File: config.mk
export PLATFORM = sky130hd
export DESIGN_NAME = cfsa_ctrl
export DESIGN_NICKNAME = d
export VERILOG_FILES = /design/src/can_filter_slot_allocator_macros.svh /design/src/cfsa_pkg.sv /design/src/cfsa_ctrl.sv
export SDC_FILE = /design/constraint.sdc
export NUM_CORES = 1
export LEC_CHECK = 0
export BUFFER_PORTS_ARGS = -buffer_cell sky130_fd_sc_hd__buf_2
export CORE_AREA = 3 3 40 42
export CTS_BUF_LIST = sky130_fd_sc_hd__clkbuf_4 sky130_fd_sc_hd__clkbuf_8
export DETAILED_ROUTE_END_ITERATION = 12
export DIE_AREA = 0 0 43 45
export HOLD_SLACK_MARGIN = 0.05
export MAX_ROUTING_LAYER = met4
export SETUP_SLACK_MARGIN = 0.1
export SYNTH_ARGS = -nofsm -noshare
export SYNTH_HDL_FRONTEND = slang
export SYNTH_SLANG_ARGS = --single-unit
File: constraint.sdc
create_clock -name i_clk -period 0.9 [get_ports i_clk]
set_input_delay 0.09 -clock i_clk [delete_from_list [all_inputs] [get_ports i_clk]]
set_output_delay 0.09 -clock i_clk [all_outputs]
set_load 0.03 [all_outputs]
File: src/can_filter_slot_allocator_macros.svh
// Assertion macros for the CAN filter slot allocator.
// Expects i_clk and i_rst_n in the scope of the module that uses them.
`ifndef CAN_FILTER_SLOT_ALLOCATOR_MACROS_SVH
`define CAN_FILTER_SLOT_ALLOCATOR_MACROS_SVH

// Same-cycle implication, disabled in reset.
`define CFSA_ASSERT_NOW(lbl, ante, cons, msg) \
    lbl: assert property (@(posedge i_clk) disable iff (!i_rst_n) (ante) |-> (cons)) \
        else $error(msg);

// Next-cycle implication, disabled in reset.
`define CFSA_ASSERT_NEXT(lbl, ante, cons, msg) \
    lbl: assert property (@(posedge i_clk) disable iff (!i_rst_n) (ante) |=> (cons)) \
        else $error(msg);

`endif

File: src/cfsa_pkg.sv
`timescale 1ns / 1ps
// Package for the CAN filter slot allocator: field widths, codes,
// controller states and the command/status structs. No dependencies.
package cfsa_pkg;

    localparam int CHANNELS_DEF          = 2;
    localparam int SLOTS_PER_CHANNEL_DEF = 14;
    localparam int ID_COUNT_DEF          = 2048;

    localparam int ID_W       = 12;
    localparam int CH_W       = 2;
    localparam int REF_W      = 4;
    localparam int SLOT_IDX_W = 5;
    localparam int SLOT_ID_W  = 11;

    typedef enum logic {
        OP_ADD = 1'b0,
        OP_DEL = 1'b1
    } t_op;

    typedef enum logic [1:0] {
        STAT_OK      = 2'd0,
        STAT_BAD_ARG = 2'd1,
        STAT_FULL    = 2'd2,
        STAT_ABSENT  = 2'd3
    } t_status;

    typedef enum logic [2:0] {
        S_CLEAR,
        S_IDLE,
        S_LOOKUP,
        S_EVAL,
        S_SCAN,
        S_COMMIT,
        S_OUT
    } t_state;

    typedef struct packed {
        logic clear_wr;
        logic take;
        logic lookup;
        logic eval;
        logic scan_step;
        logic commit;
        logic load_out;
    } t_cmd;

    typedef struct packed {
        logic in_valid;
        logic clear_last;
        logic need_scan;
        logic scan_last;
        logic out_free;
    } t_sts;

endpackage

File: src/cfsa_ctrl.sv
`timescale 1ns / 1ps
// Controller FSM: clear sweep, lookup, slot scan, commit, result hand-off.
// Depends on cfsa_pkg.
module cfsa_ctrl (
    input  logic           i_clk,
    input  logic           i_rst_n,
    input  cfsa_pkg::t_sts i_sts,
    output cfsa_pkg::t_cmd o_cmd
);

    cfsa_pkg::t_state r_state;
    cfsa_pkg::t_state n_state;

    always_ff @(posedge i_clk) begin
        if (!i_rst_n) begin
            r_state <= cfsa_pkg::S_CLEAR;
        end else begin
            r_state <= n_state;
        end
    end

    always_comb begin
        n_state = r_state;
        case (r_state)
            cfsa_pkg::S_CLEAR: begin
                if (i_sts.clear_last) begin
                    n_state = cfsa_pkg::S_IDLE;
                end
            end
            cfsa_pkg::S_IDLE: begin
                if (i_sts.in_valid) begin
                    n_state = cfsa_pkg::S_LOOKUP;
                end
            end
            cfsa_pkg::S_LOOKUP: begin
                n_state = cfsa_pkg::S_EVAL;
            end
            cfsa_pkg::S_EVAL: begin
                n_state = i_sts.need_scan ? cfsa_pkg::S_SCAN : cfsa_pkg::S_COMMIT;
            end
            cfsa_pkg::S_SCAN: begin
                if (i_sts.scan_last) begin
                    n_state = cfsa_pkg::S_COMMIT;
                end
            end
            cfsa_pkg::S_COMMIT: begin
                n_state = cfsa_pkg::S_OUT;
            end
            cfsa_pkg::S_OUT: begin
                if (i_sts.out_free) begin
                    n_state = cfsa_pkg::S_IDLE;
                end
            end
            default: begin
                n_state = cfsa_pkg::S_CLEAR;
            end
        endcase
    end

    always_comb begin
        o_cmd = '0;
        case (r_state)
            cfsa_pkg::S_CLEAR:  o_cmd.clear_wr  = 1'b1;
            cfsa_pkg::S_IDLE:   o_cmd.take      = 1'b1;
            cfsa_pkg::S_LOOKUP: o_cmd.lookup    = 1'b1;
            cfsa_pkg::S_EVAL:   o_cmd.eval      = 1'b1;
            cfsa_pkg::S_SCAN:   o_cmd.scan_step = 1'b1;
            cfsa_pkg::S_COMMIT: o_cmd.commit    = 1'b1;
            cfsa_pkg::S_OUT:    o_cmd.load_out  = i_sts.out_free;
            default:            o_cmd           = '0;
        endcase
    end

endmodule

# Word-level counts from Yosys, hierarchy flattened
# Index checks and enable logic that the tools add are counted.
# word_totals
reg_bits	3
word_cells	26
# op_classes
eq_ne	10
n_mux	13
reduce_logical	2
# op_table
operator	n
$pmux 3 s7	1
$mux 3	4
$eq 3x3->1 const B	3
$mux 1	8
$ne 2x2->1 const B	4
$eq 3x2->1 const B	2
$reduce_and 4->1	1
$eq 3x1->1 const B	1
$logic_not 3->1	1

# Longest topological paths before layout
# Gate-level depths: netlist of run 1.
# logic_depth
ltp_word	3
depth_mapped	4
mapped_depth_nobuf	3

# Least setup slack after synthesis of run 1
# Ideal clock, no wire load.
# synth_path
kind	register to output
startpoint	register r_state[0]
endpoint	output o_cmd[4] (netlist bit)
arrival_ns	1.127
required_ns	0.810
setup_slack_ns	-0.317
path_stages_with_launch	3
path_buffers	1
cell_sequence	dfxtp_1 > buf_4 > nor3_1
# synth_rtl
item	line_no	source
start: declaration	cfsa_ctrl.sv:11	cfsa_pkg::t_state r_state;
start signal: assignment	cfsa_ctrl.sv:16	r_state <= cfsa_pkg::S_CLEAR;
start signal: assignment	cfsa_ctrl.sv:18	r_state <= n_state;
end: declaration	cfsa_ctrl.sv:8	output cfsa_pkg::t_cmd o_cmd

==> results.json, run 1 <==
{
  "die_w_um": 43,
  "ir_worst_vdd_uv": 601,
  "maxCapViolCount": 0,
  "detailroute.via_count": 301,
  "cts_tree": "done",
  "top_regs": "r_state: 3 flops",
  "critPathMaxFanout": 7,
  "critical_path_required_ns": 0.81,
  "netlist_instances": 29,
  "firstDrtPassIters": 2,
  "largest_register_ffs": 3,
  "grt_pass1_wl_um": 1260,
  "antenna_found_initial": 0,
  "fmax_ghz": 0.863,
  "drc": 0,
  "whs_ns": 0.130,
  "status": "finished, violations left",
  "slowest_delay_ns": 0.35,
  "grt_pass1_vias": 330,
  "min_path_type": "input pin to flop",
  "hpwl_um": 524,
  "post-route-min-period_ns": 1.16,
  "synth_cell_type_count": 21,
  "setup_viol": 10,
  "place.port_buffers": 13,
  "rows": 13,
  "grt_setup_unrepaired": "true",
  "grt_use_met3_pct": 1.99,
  "yosysWarnings": 0,
  "synth_nets": 36,
  "io_pins": 14,
  "period_share_pct": 129,
  "grt_usage_pct": 9.18,
  "met2_usage_pct": 19.2,
  "syn_avg_cell_area_um2": 8.24,
  "final_nets": 61,
  "maxSlewHeadroom_pct": 84.9,
  "syn_area_um2": 239,
  "die_area_um2": 1940,
  "clock_path_buffers": 2,
  "clkTransAtPathRegs_ns": 0.04,
  "place.gp.congestion": 0.738,
  "setup_slack_ns": -0.259,
  "wirelength_um": 797,
  "place_area_um2": 408,
  "drtIter0Drc": 1,
  "fin_setup_tns_ns": -2.05,
  "htreeDepth": 1,
  "hold_viol_final": 0,
  "ys_seq_elements": 3,
  "core_um2": 1280,
  "grt-ovfl-total": 0,
  "final_area_um2": 561,
  "skew_ns": 0.00222,
  "grt.busiest_layer": "met2",
  "critPathCaptureType": "primary output",
  "grtUsageMet1_pct": 6.28,
  "crit_slowest_cell": "dfxtp_4",
  "p_per_area_nw_per_um2": 1370,
  "root_buffer": "clkbuf_4",
  "p_leak_nw": 0.231,
  "critPathLaunchType": "flop",
  "cts_made_buffers": 3,
  "areaGrowthSynthToFinish_pct": 135,
  "violations": "setup timing",
  "grt_max_degree": 8,
  "worst_pin_slew_ns": 0.225,
  "wl_per_cell_um": 11.7,
  "cp_cell_sequence": "buf_12 > inv_8 > and3_4 > buf_6",
  "yosysSeqAreaShare_pct": 25.1,
  "insertion_delay_ns": 0.23,
  "path_class": "flop to primary output",
  "cts_sinks": 3,
  "drive_gt1_share_pct": 83.0,
  "die_height_um": 45,
  "routed_via_density": 4.43,
  "maxSlewViolCount": 0,
  "top_register": "r_state",
  "arrival_ns": 1.07,
  "ant_nets": 0,
  "initial_core_util_pct": 18.6,
  "n_antenna_cell": 0
}
## stage by stage
step	power, mW	worst slack [ns]	util, %	instances
2_1_floorplan	0.344	-0.0301	-	29
3_3_place_gp	0.413	-0.141	31.7	60
3_5_place_dp	0.413	-0.150	31.7	60
4_1_cts	0.750	-0.269	41.8	67
5_1_grt	0.806	-0.293	43.6	68
6_report	0.765	-0.259	43.6	68
## per-layer routing
layer | up-vias | part of all wire (%) | routed length, um
met2 | 12 | 61 | 487
met4 | 0 | 1.5 | 12
met3 | 2 | 6.1 | 49
li1 | 149 | - | -
met1 | 138 | 31 | 247
met5 | - | 0 | 0
## Yosys cell counts
library cell  number  area, um^2
nand3_1            1        5.00
nor2b_2            1        8.76
buf_4              1        7.51
dfxtp_1            3        60.1
a32o_1             1        10.0
a21boi_2           1        11.3
nor3b_1            1        7.51
and3_1             1        6.26
mux2i_1            1        10.0
and2_1             2        12.5
nor2b_1            1        6.26
a22oi_1            1        7.51
inv_2              1        3.75
buf_6              2        22.5
a211o_1            1        8.76
o21ai_0            1        5.00
o211ai_1           1        7.51
nand2_1            1        3.75
nor2_1             2        7.51
nand2b_1           2        12.5
nor3_1             3        15.0
## report_power, final
part           internal (mW)  leakage [nW]  total, mW  switching [mW]
registers              0.146        0.0267      0.164          0.0185
clock network          0.196        0.0184      0.265          0.0692
logic                  0.183         0.186      0.336           0.153
total                  0.525         0.231      0.765           0.241
## cell type report
type | instances | area [um^2]
Timing Repair Buffer | 23 | 208
Clock buffer | 4 | 30.0
Sequential cell | 3 | 71.3
Multi-Input combinational cell | 22 | 221
Inverter | 1 | 11.3
Tap cell | 15 | 18.8
Fill cell | 140 | 724
## placed cells by master, fill, tap and decap left out, types with 2 or more instances in the layout
cell	instances
nor3_4	3
dfxtp_4	3
buf_4	6
nor2_4	2
buf_2	6
buf_6	10
clkbuf_4	4
and2_4	2
## path summary, 6_finish.rpt
kind,from,endpoint,slack (ns),cells after the start
hold reg to reg,r_state[0],r_state[1],0.56,2
setup reg to reg,r_state[2],r_state[0],-0.25,5
setup / recovery,r_state[1],o_cmd[1],-0.26,4
hold / removal,i_rst_n,r_state[2],0.13,2
## what timing repair did
| action | in CTS | in global routing |
|---|---|---|
| gates resized for setup | 26 | 4 |
| pin swaps | 3 | 2 |
| hold buffers | 0 | 0 |
| setup endpoints to repair | 10 | 10 |
| cloned | 0 | 0 |
| buffers inserted | 3 | 1 |
| endpoints found under the hold margin | 0 | 0 |
## cell families after synthesis
family | share of synthesized area (%)
buffers and inverters | 14.1
AO/OA/AOI/OAI | 20.9
multiplexers | 4.19
AND/OR/NAND/NOR | 35.6
flip-flops | 25.1
## critical path: cells and delay by family (launching register included)
family	cells	cell delay, ns
DFF	1	0.35
buffers and inverters	3	0.32
and+or+nand+nor	1	0.16
(Power assumes the default switching activity.)
==> run 2: changes to the inputs <==
- PLACE_DENSITY_LB_ADDON: default -> 0.2
==> run 2 against run 1 <==
  * The flow still finishes with violations (setup timing)
  * Clock skew increased by 0.00074 ns
  * Routed wire length decreased by 0.50%
  * Largest cell class unchanged
  * Clock power decreased by 3%
  * Via count decreased by 1.0%
  * Largest power group unchanged
==> results.json, run 2 (synthesis gave the netlist of run 1 again) <==
{
  "cts_tree": "done",
  "die_height_um": 45,
  "skew_ns": 0.00295,
  "cts_made_buffers": 3,
  "setup_viol": 10,
  "swShare_pct": 31.1,
  "dp.cells": 58,
  "rows": 13,
  "worst_pin_slew_ns": 0.163,
  "ff2ff_path_depth": 4,
  "combPwrFrac_pct": 45.2,
  "top_regs": "r_state: 3 flops",
  "largest_register_ffs": 3,
  "drc": 0,
  "path_class": "flop to primary output",
  "p_leak_nw": 0.230,
  "final_util_pct": 42.8,
  "reg2reg_setup_slack_ns": -0.19,
  "rr_endpoint": "r_state[0]",
  "p_per_area_nw_per_um2": 1380,
  "ir_worst_vdd_uv": 613,
  "arrival_ns": 1.04,
  "place_area_um2": 393,
  "drtIter0Drc": 0,
  "endpoint": "o_cmd[1]",
  "instances_no_fill": 66,
  "r2r-start": "r_state[1]",
  "grt_max_degree": 8,
  "p_seq_share_pct": 21.0,
  "final_nets": 59,
  "grt_pass1_vias": 322,
  "detailroute.via_count": 298,
  "fmax_ghz": 0.888,
  "clkPwrFrac_pct": 33.8,
  "initial_core_util_pct": 18.6,
  "die_area_um2": 1940,
  "dp_slack_ns": -0.152,
  "die_w_um": 43,
  "status": "finished, violations left",
  "place.port_buffers": 13,
  "maxSlewHeadroom_pct": 88.8,
  "routed_via_density": 4.52,
  "num-fill-cells": 132,
  "grt-ovfl-total": 0,
  "grt_pass1_wl_um": 1390,
  "clock_path_buffers": 2,
  "areaGrowthSynthToFinish_pct": 130,
  "hold_viol_final": 0,
  "place.gp.congestion": 0.829,
  "p_total_mw": 0.761,
  "netSwitchingPower_mw": 0.237,
  "grt_usage_pct": 9.85,
  "top_register": "r_state",
  "critPathMaxFanout": 7,
  "firstDrtPassIters": 1,
  "wirelength_um": 793,
  "layout_commonest_cell": "buf_6",
  "n_antenna_cell": 0,
  "clkTransAtPathRegs_ns": 0.04,
  "io_pins": 14,
  "period_share_pct": 125,
  "critical_path_required_ns": 0.81,
  "final-seq-area_um2": 66.3,
  "wl_per_cell_um": 12.0,
  "multiInputGateArea_um2": 228,
  "crit_start": "r_state[1]",
  "p_int_mw": 0.524,
  "insertion_delay_ns": 0.23,
  "maxSlewViolCount": 0,
  "setup_slack_ns": -0.226,
  "min_path_type": "input pin to flop",
  "cts_sinks": 3,
  "ant_nets": 0,
  "grt_setup_unrepaired": "true",
  "maxCapViolCount": 0,
  "root_buffer": "clkbuf_4",
  "violations": "setup timing",
  "drive_gt1_share_pct": 84.3,
  "final_area_um2": 551,
  "antenna_found_initial": 0,
  "htreeDepth": 1,
  "post-route-min-period_ns": 1.13,
  "core_um2": 1280,
  "critPathCaptureType": "primary output",
  "hpwl_um": 556,
  "critPathLaunchType": "flop",
  "final_cell_mix": "9 x buf_6, 6 x buf_2, 4 x clkbuf_4, 4 x buf_4, 3 x nor3_4"
}
## run 2: area by class of cell
type | instances | share of cell area [%]
clock buffers | 4 | 5.45
flip-flops and latches | 3 | 12.0
repair buffers | 21 | 35.7
well taps | 15 | 3.41
inverters | 1 | 2.05
multi-input cells | 22 | 41.4
## run 2: power by group through the flow
stage / combinational (mW) / sequential [mW] / clock, mW
6_report: 0.344 / 0.160 / 0.257
5_1_grt: 0.371 / 0.162 / 0.284
4_1_cts: 0.331 / 0.160 / 0.263
3_5_place_dp: 0.248 / 0.160 / 0
3_3_place_gp: 0.245 / 0.161 / 0
2_1_floorplan: 0.192 / 0.152 / 0
## run 2: what timing repair did
action,CTS,global route
hold endpoints to repair,0,0
pin swaps,3,4
setup endpoints to repair,10,10
hold buffers,0,0
resized for setup,28,3
gates cloned,0,0
setup buffers,4,0
## run 2: metrics by stage
stage               hold WS, ns  TNS [ns]
floorplan                 0.218   -0.0759
global placement          0.344     -1.03
detailed placement        0.365     -1.23
CTS                       0.130     -1.89
global route              0.160     -2.31
finish                    0.145     -1.84
## run 2: metal layers
metal / share of wire [%] / global-route usage (%) / vias to the layer above
met1: 36 / 9.13 / 137
met5: 0 / - / -
met2: 56 / 20.4 / 12
li1: - / - / 147
met4: 1.5 / 1.81 / 0
met3: 6.3 / 2.39 / 2
## run 2: worst min path at each step
stage          cells past startpoint    endpoint    start
2_1_floorplan                      1  r_state[2]  i_rst_n
3_3_place_gp                       2  r_state[2]  i_rst_n
3_5_place_dp                       2  r_state[2]  i_rst_n
4_1_cts                            2  r_state[2]  i_rst_n
5_1_grt                            2  r_state[2]  i_rst_n
6_report                           2  r_state[2]  i_rst_n
## run 2: worst max-delay path, cell delays in order (launching register included)
cell,delay [ns]
dfxtp_2,0.32
buf_12,0.14
inv_8,0.06
and3_4,0.16
buf_6,0.12
==> run 3: changes to the inputs <==
- MAX_ROUTING_LAYER: met4 -> default
- SETUP_SLACK_MARGIN: 0.1 -> 0.4
==> run 3 against run 2 <==
  * The run still ends with setup timing left
  * Highest routed layer unchanged
  * Global-route usage decreased by 0.29 points
  * Routed wire length unchanged
  * Clock power about the same
  * Maximum frequency about the same
  * Final area unchanged
  * Core utilization unchanged
  * Flip-flop and latch count unchanged
  * Count of clock-buffer cells in the layout unchanged
  * Worst hold slack unchanged
==> results.json, run 3 (synthesis gave the netlist of run 1 again) <==
{
  "status": "finished, violations left",
  "violations": "setup timing",
  "routed_via_density": 4.52,
  "areaGrowthSynthToFinish_pct": 130,
  "ant_nets": 0,
  "crit_family": "flip-flops",
  "core_um2": 1280,
  "top_regs": "r_state: 3 flops",
  "die_w_um": 43,
  "final_cell_mix": "9 x buf_6, 6 x buf_2, 4 x clkbuf_4, 4 x buf_4, 3 x nor3_4",
  "ir_worst_vdd_uv": 613,
  "grt_setup_unrepaired": "true",
  "drtIter0Drc": 0,
  "layout_commonest_cell": "buf_6",
  "min_path_type": "input pin to flop",
  "root_buffer": "clkbuf_4",
  "p_per_area_nw_per_um2": 1380,
  "die_area_um2": 1940,
  "p_seq_share_pct": 21.0,
  "n_antenna_cell": 0,
  "hold_viol_final": 0,
  "detailroute.via_count": 298,
  "grt-ovfl-total": 0,
  "top_register": "r_state",
  "swShare_pct": 31.1,
  "p_leak_nw": 0.230,
  "hpwl_um": 556,
  "antenna_found_initial": 0,
  "firstDrtPassIters": 1,
  "clkTransAtPathRegs_ns": 0.04,
  "final_nets": 59,
  "wirelength_um": 793,
  "die_height_um": 45,
  "path_class": "flop to primary output",
  "clock_path_buffers": 2,
  "cts_tree": "done",
  "slowest_delay_ns": 0.32,
  "cts_sinks": 3,
  "io_pins": 14,
  "fin_setup_tns_ns": -1.84,
  "initial_core_util_pct": 18.6,
  "num-fill-cells": 132,
  "arrival_ns": 1.04,
  "drive_gt1_share_pct": 84.3,
  "final-seq-area_um2": 66.3,
  "maxCapViolCount": 0,
  "critPathCaptureType": "primary output",
  "place_area_um2": 393,
  "grt_pass1_wl_um": 1390,
  "skew_ns": 0.00295,
  "critical_path_required_ns": 0.81,
  "crit_slowest_cell": "dfxtp_2",
  "htreeDepth": 1,
  "place.port_buffers": 13,
  "worst_pin_slew_ns": 0.163,
  "post-route-min-period_ns": 1.13,
  "cts_made_buffers": 3,
  "rows": 13,
  "grt_usage_pct": 9.57,
  "final_util_pct": 42.8,
  "multiInputGateArea_um2": 228,
  "combPwrFrac_pct": 45.2,
  "maxSlewViolCount": 0,
  "critPathMaxFanout": 7,
  "dp_slack_ns": -0.152,
  "grt_max_degree": 8,
  "maxSlewHeadroom_pct": 88.8,
  "period_share_pct": 125,
  "insertion_delay_ns": 0.23,
  "critPathLaunchType": "flop",
  "p_int_mw": 0.524,
  "fmax_ghz": 0.888,
  "largest_register_ffs": 3,
  "final_area_um2": 551,
  "grt_pass1_vias": 320,
  "setup_slack_ns": -0.226,
  "cp_num_buf_inv": 3,
  "cp_cell_sequence": "buf_12 > inv_8 > and3_4 > buf_6",
  "clkPwrFrac_pct": 33.8,
  "drc": 0,
  "netSwitchingPower_mw": 0.237,
  "place.gp.congestion": 0.817,
  "setup_viol": 10,
  "wl_per_cell_um": 12.0
}
## run 3: cell counts in the layout (fill, tap and decap cells not counted)
No cell type changed its count.
## run 3: final cells by class
type                       instances  share of cell area, %
sequential                         3                   12.0
tap                               15                   3.41
timing repair buffer              21                   35.7
clock buffer                       4                   5.45
multi-input combinational         22                   41.4
inverter                           1                   2.05
## run 3: final timing paths
path,start,to,slack [ns],cells past startpoint
worst max register to register,r_state[1],r_state[0],-0.19,4
worst max-delay path,r_state[1],o_cmd[1],-0.23,4
worst min register to register,r_state[0],r_state[1],0.68,3
worst min-delay path,i_rst_n,r_state[2],0.14,2
## run 3: worst reg2reg max path, stage by stage (launching register included)
cell     delay, ns
dfxtp_2       0.32
buf_12        0.14
buf_8         0.13
mux2i_1       0.12
a32o_1        0.26
## run 3: power groups by stage
| stage | sequential (mW) | clock, mW | combinational (mW) |
|---|---|---|---|
| floorplan | 0.152 | 0 | 0.192 |
| global placement | 0.161 | 0 | 0.245 |
| detailed placement | 0.160 | 0 | 0.248 |
| CTS | 0.160 | 0.263 | 0.331 |
| global route | 0.162 | 0.284 | 0.371 |
| finish | 0.160 | 0.257 | 0.344 |
## run 3: timing repair
action / CTS / global route
setup endpoints to repair: 10 / 10
hold buffers: 0 / 0
pin swaps: 3 / 4
buffers inserted: 4 / 0
resized for setup: 28 / 3
## run 3: through the flow
step | total power [mW] | instances | hold slack, ns
floorplan | 0.344 | 29 | 0.218
global placement | 0.406 | 58 | 0.344
detailed placement | 0.409 | 58 | 0.365
CTS | 0.755 | 66 | 0.130
global route | 0.816 | 66 | 0.160
finish | 0.761 | 66 | 0.145
## run 3: metal layers
layer  part of all wire, %  vias up  track usage, %  routed length, um
met5                     0        -               0                  0
li1                      -      147               -                  -
met4                   1.5        0            1.81                 12
met3                   7.3        2            2.79                 58
met1                    34      137            8.89                273
met2                    56       12            20.4                448
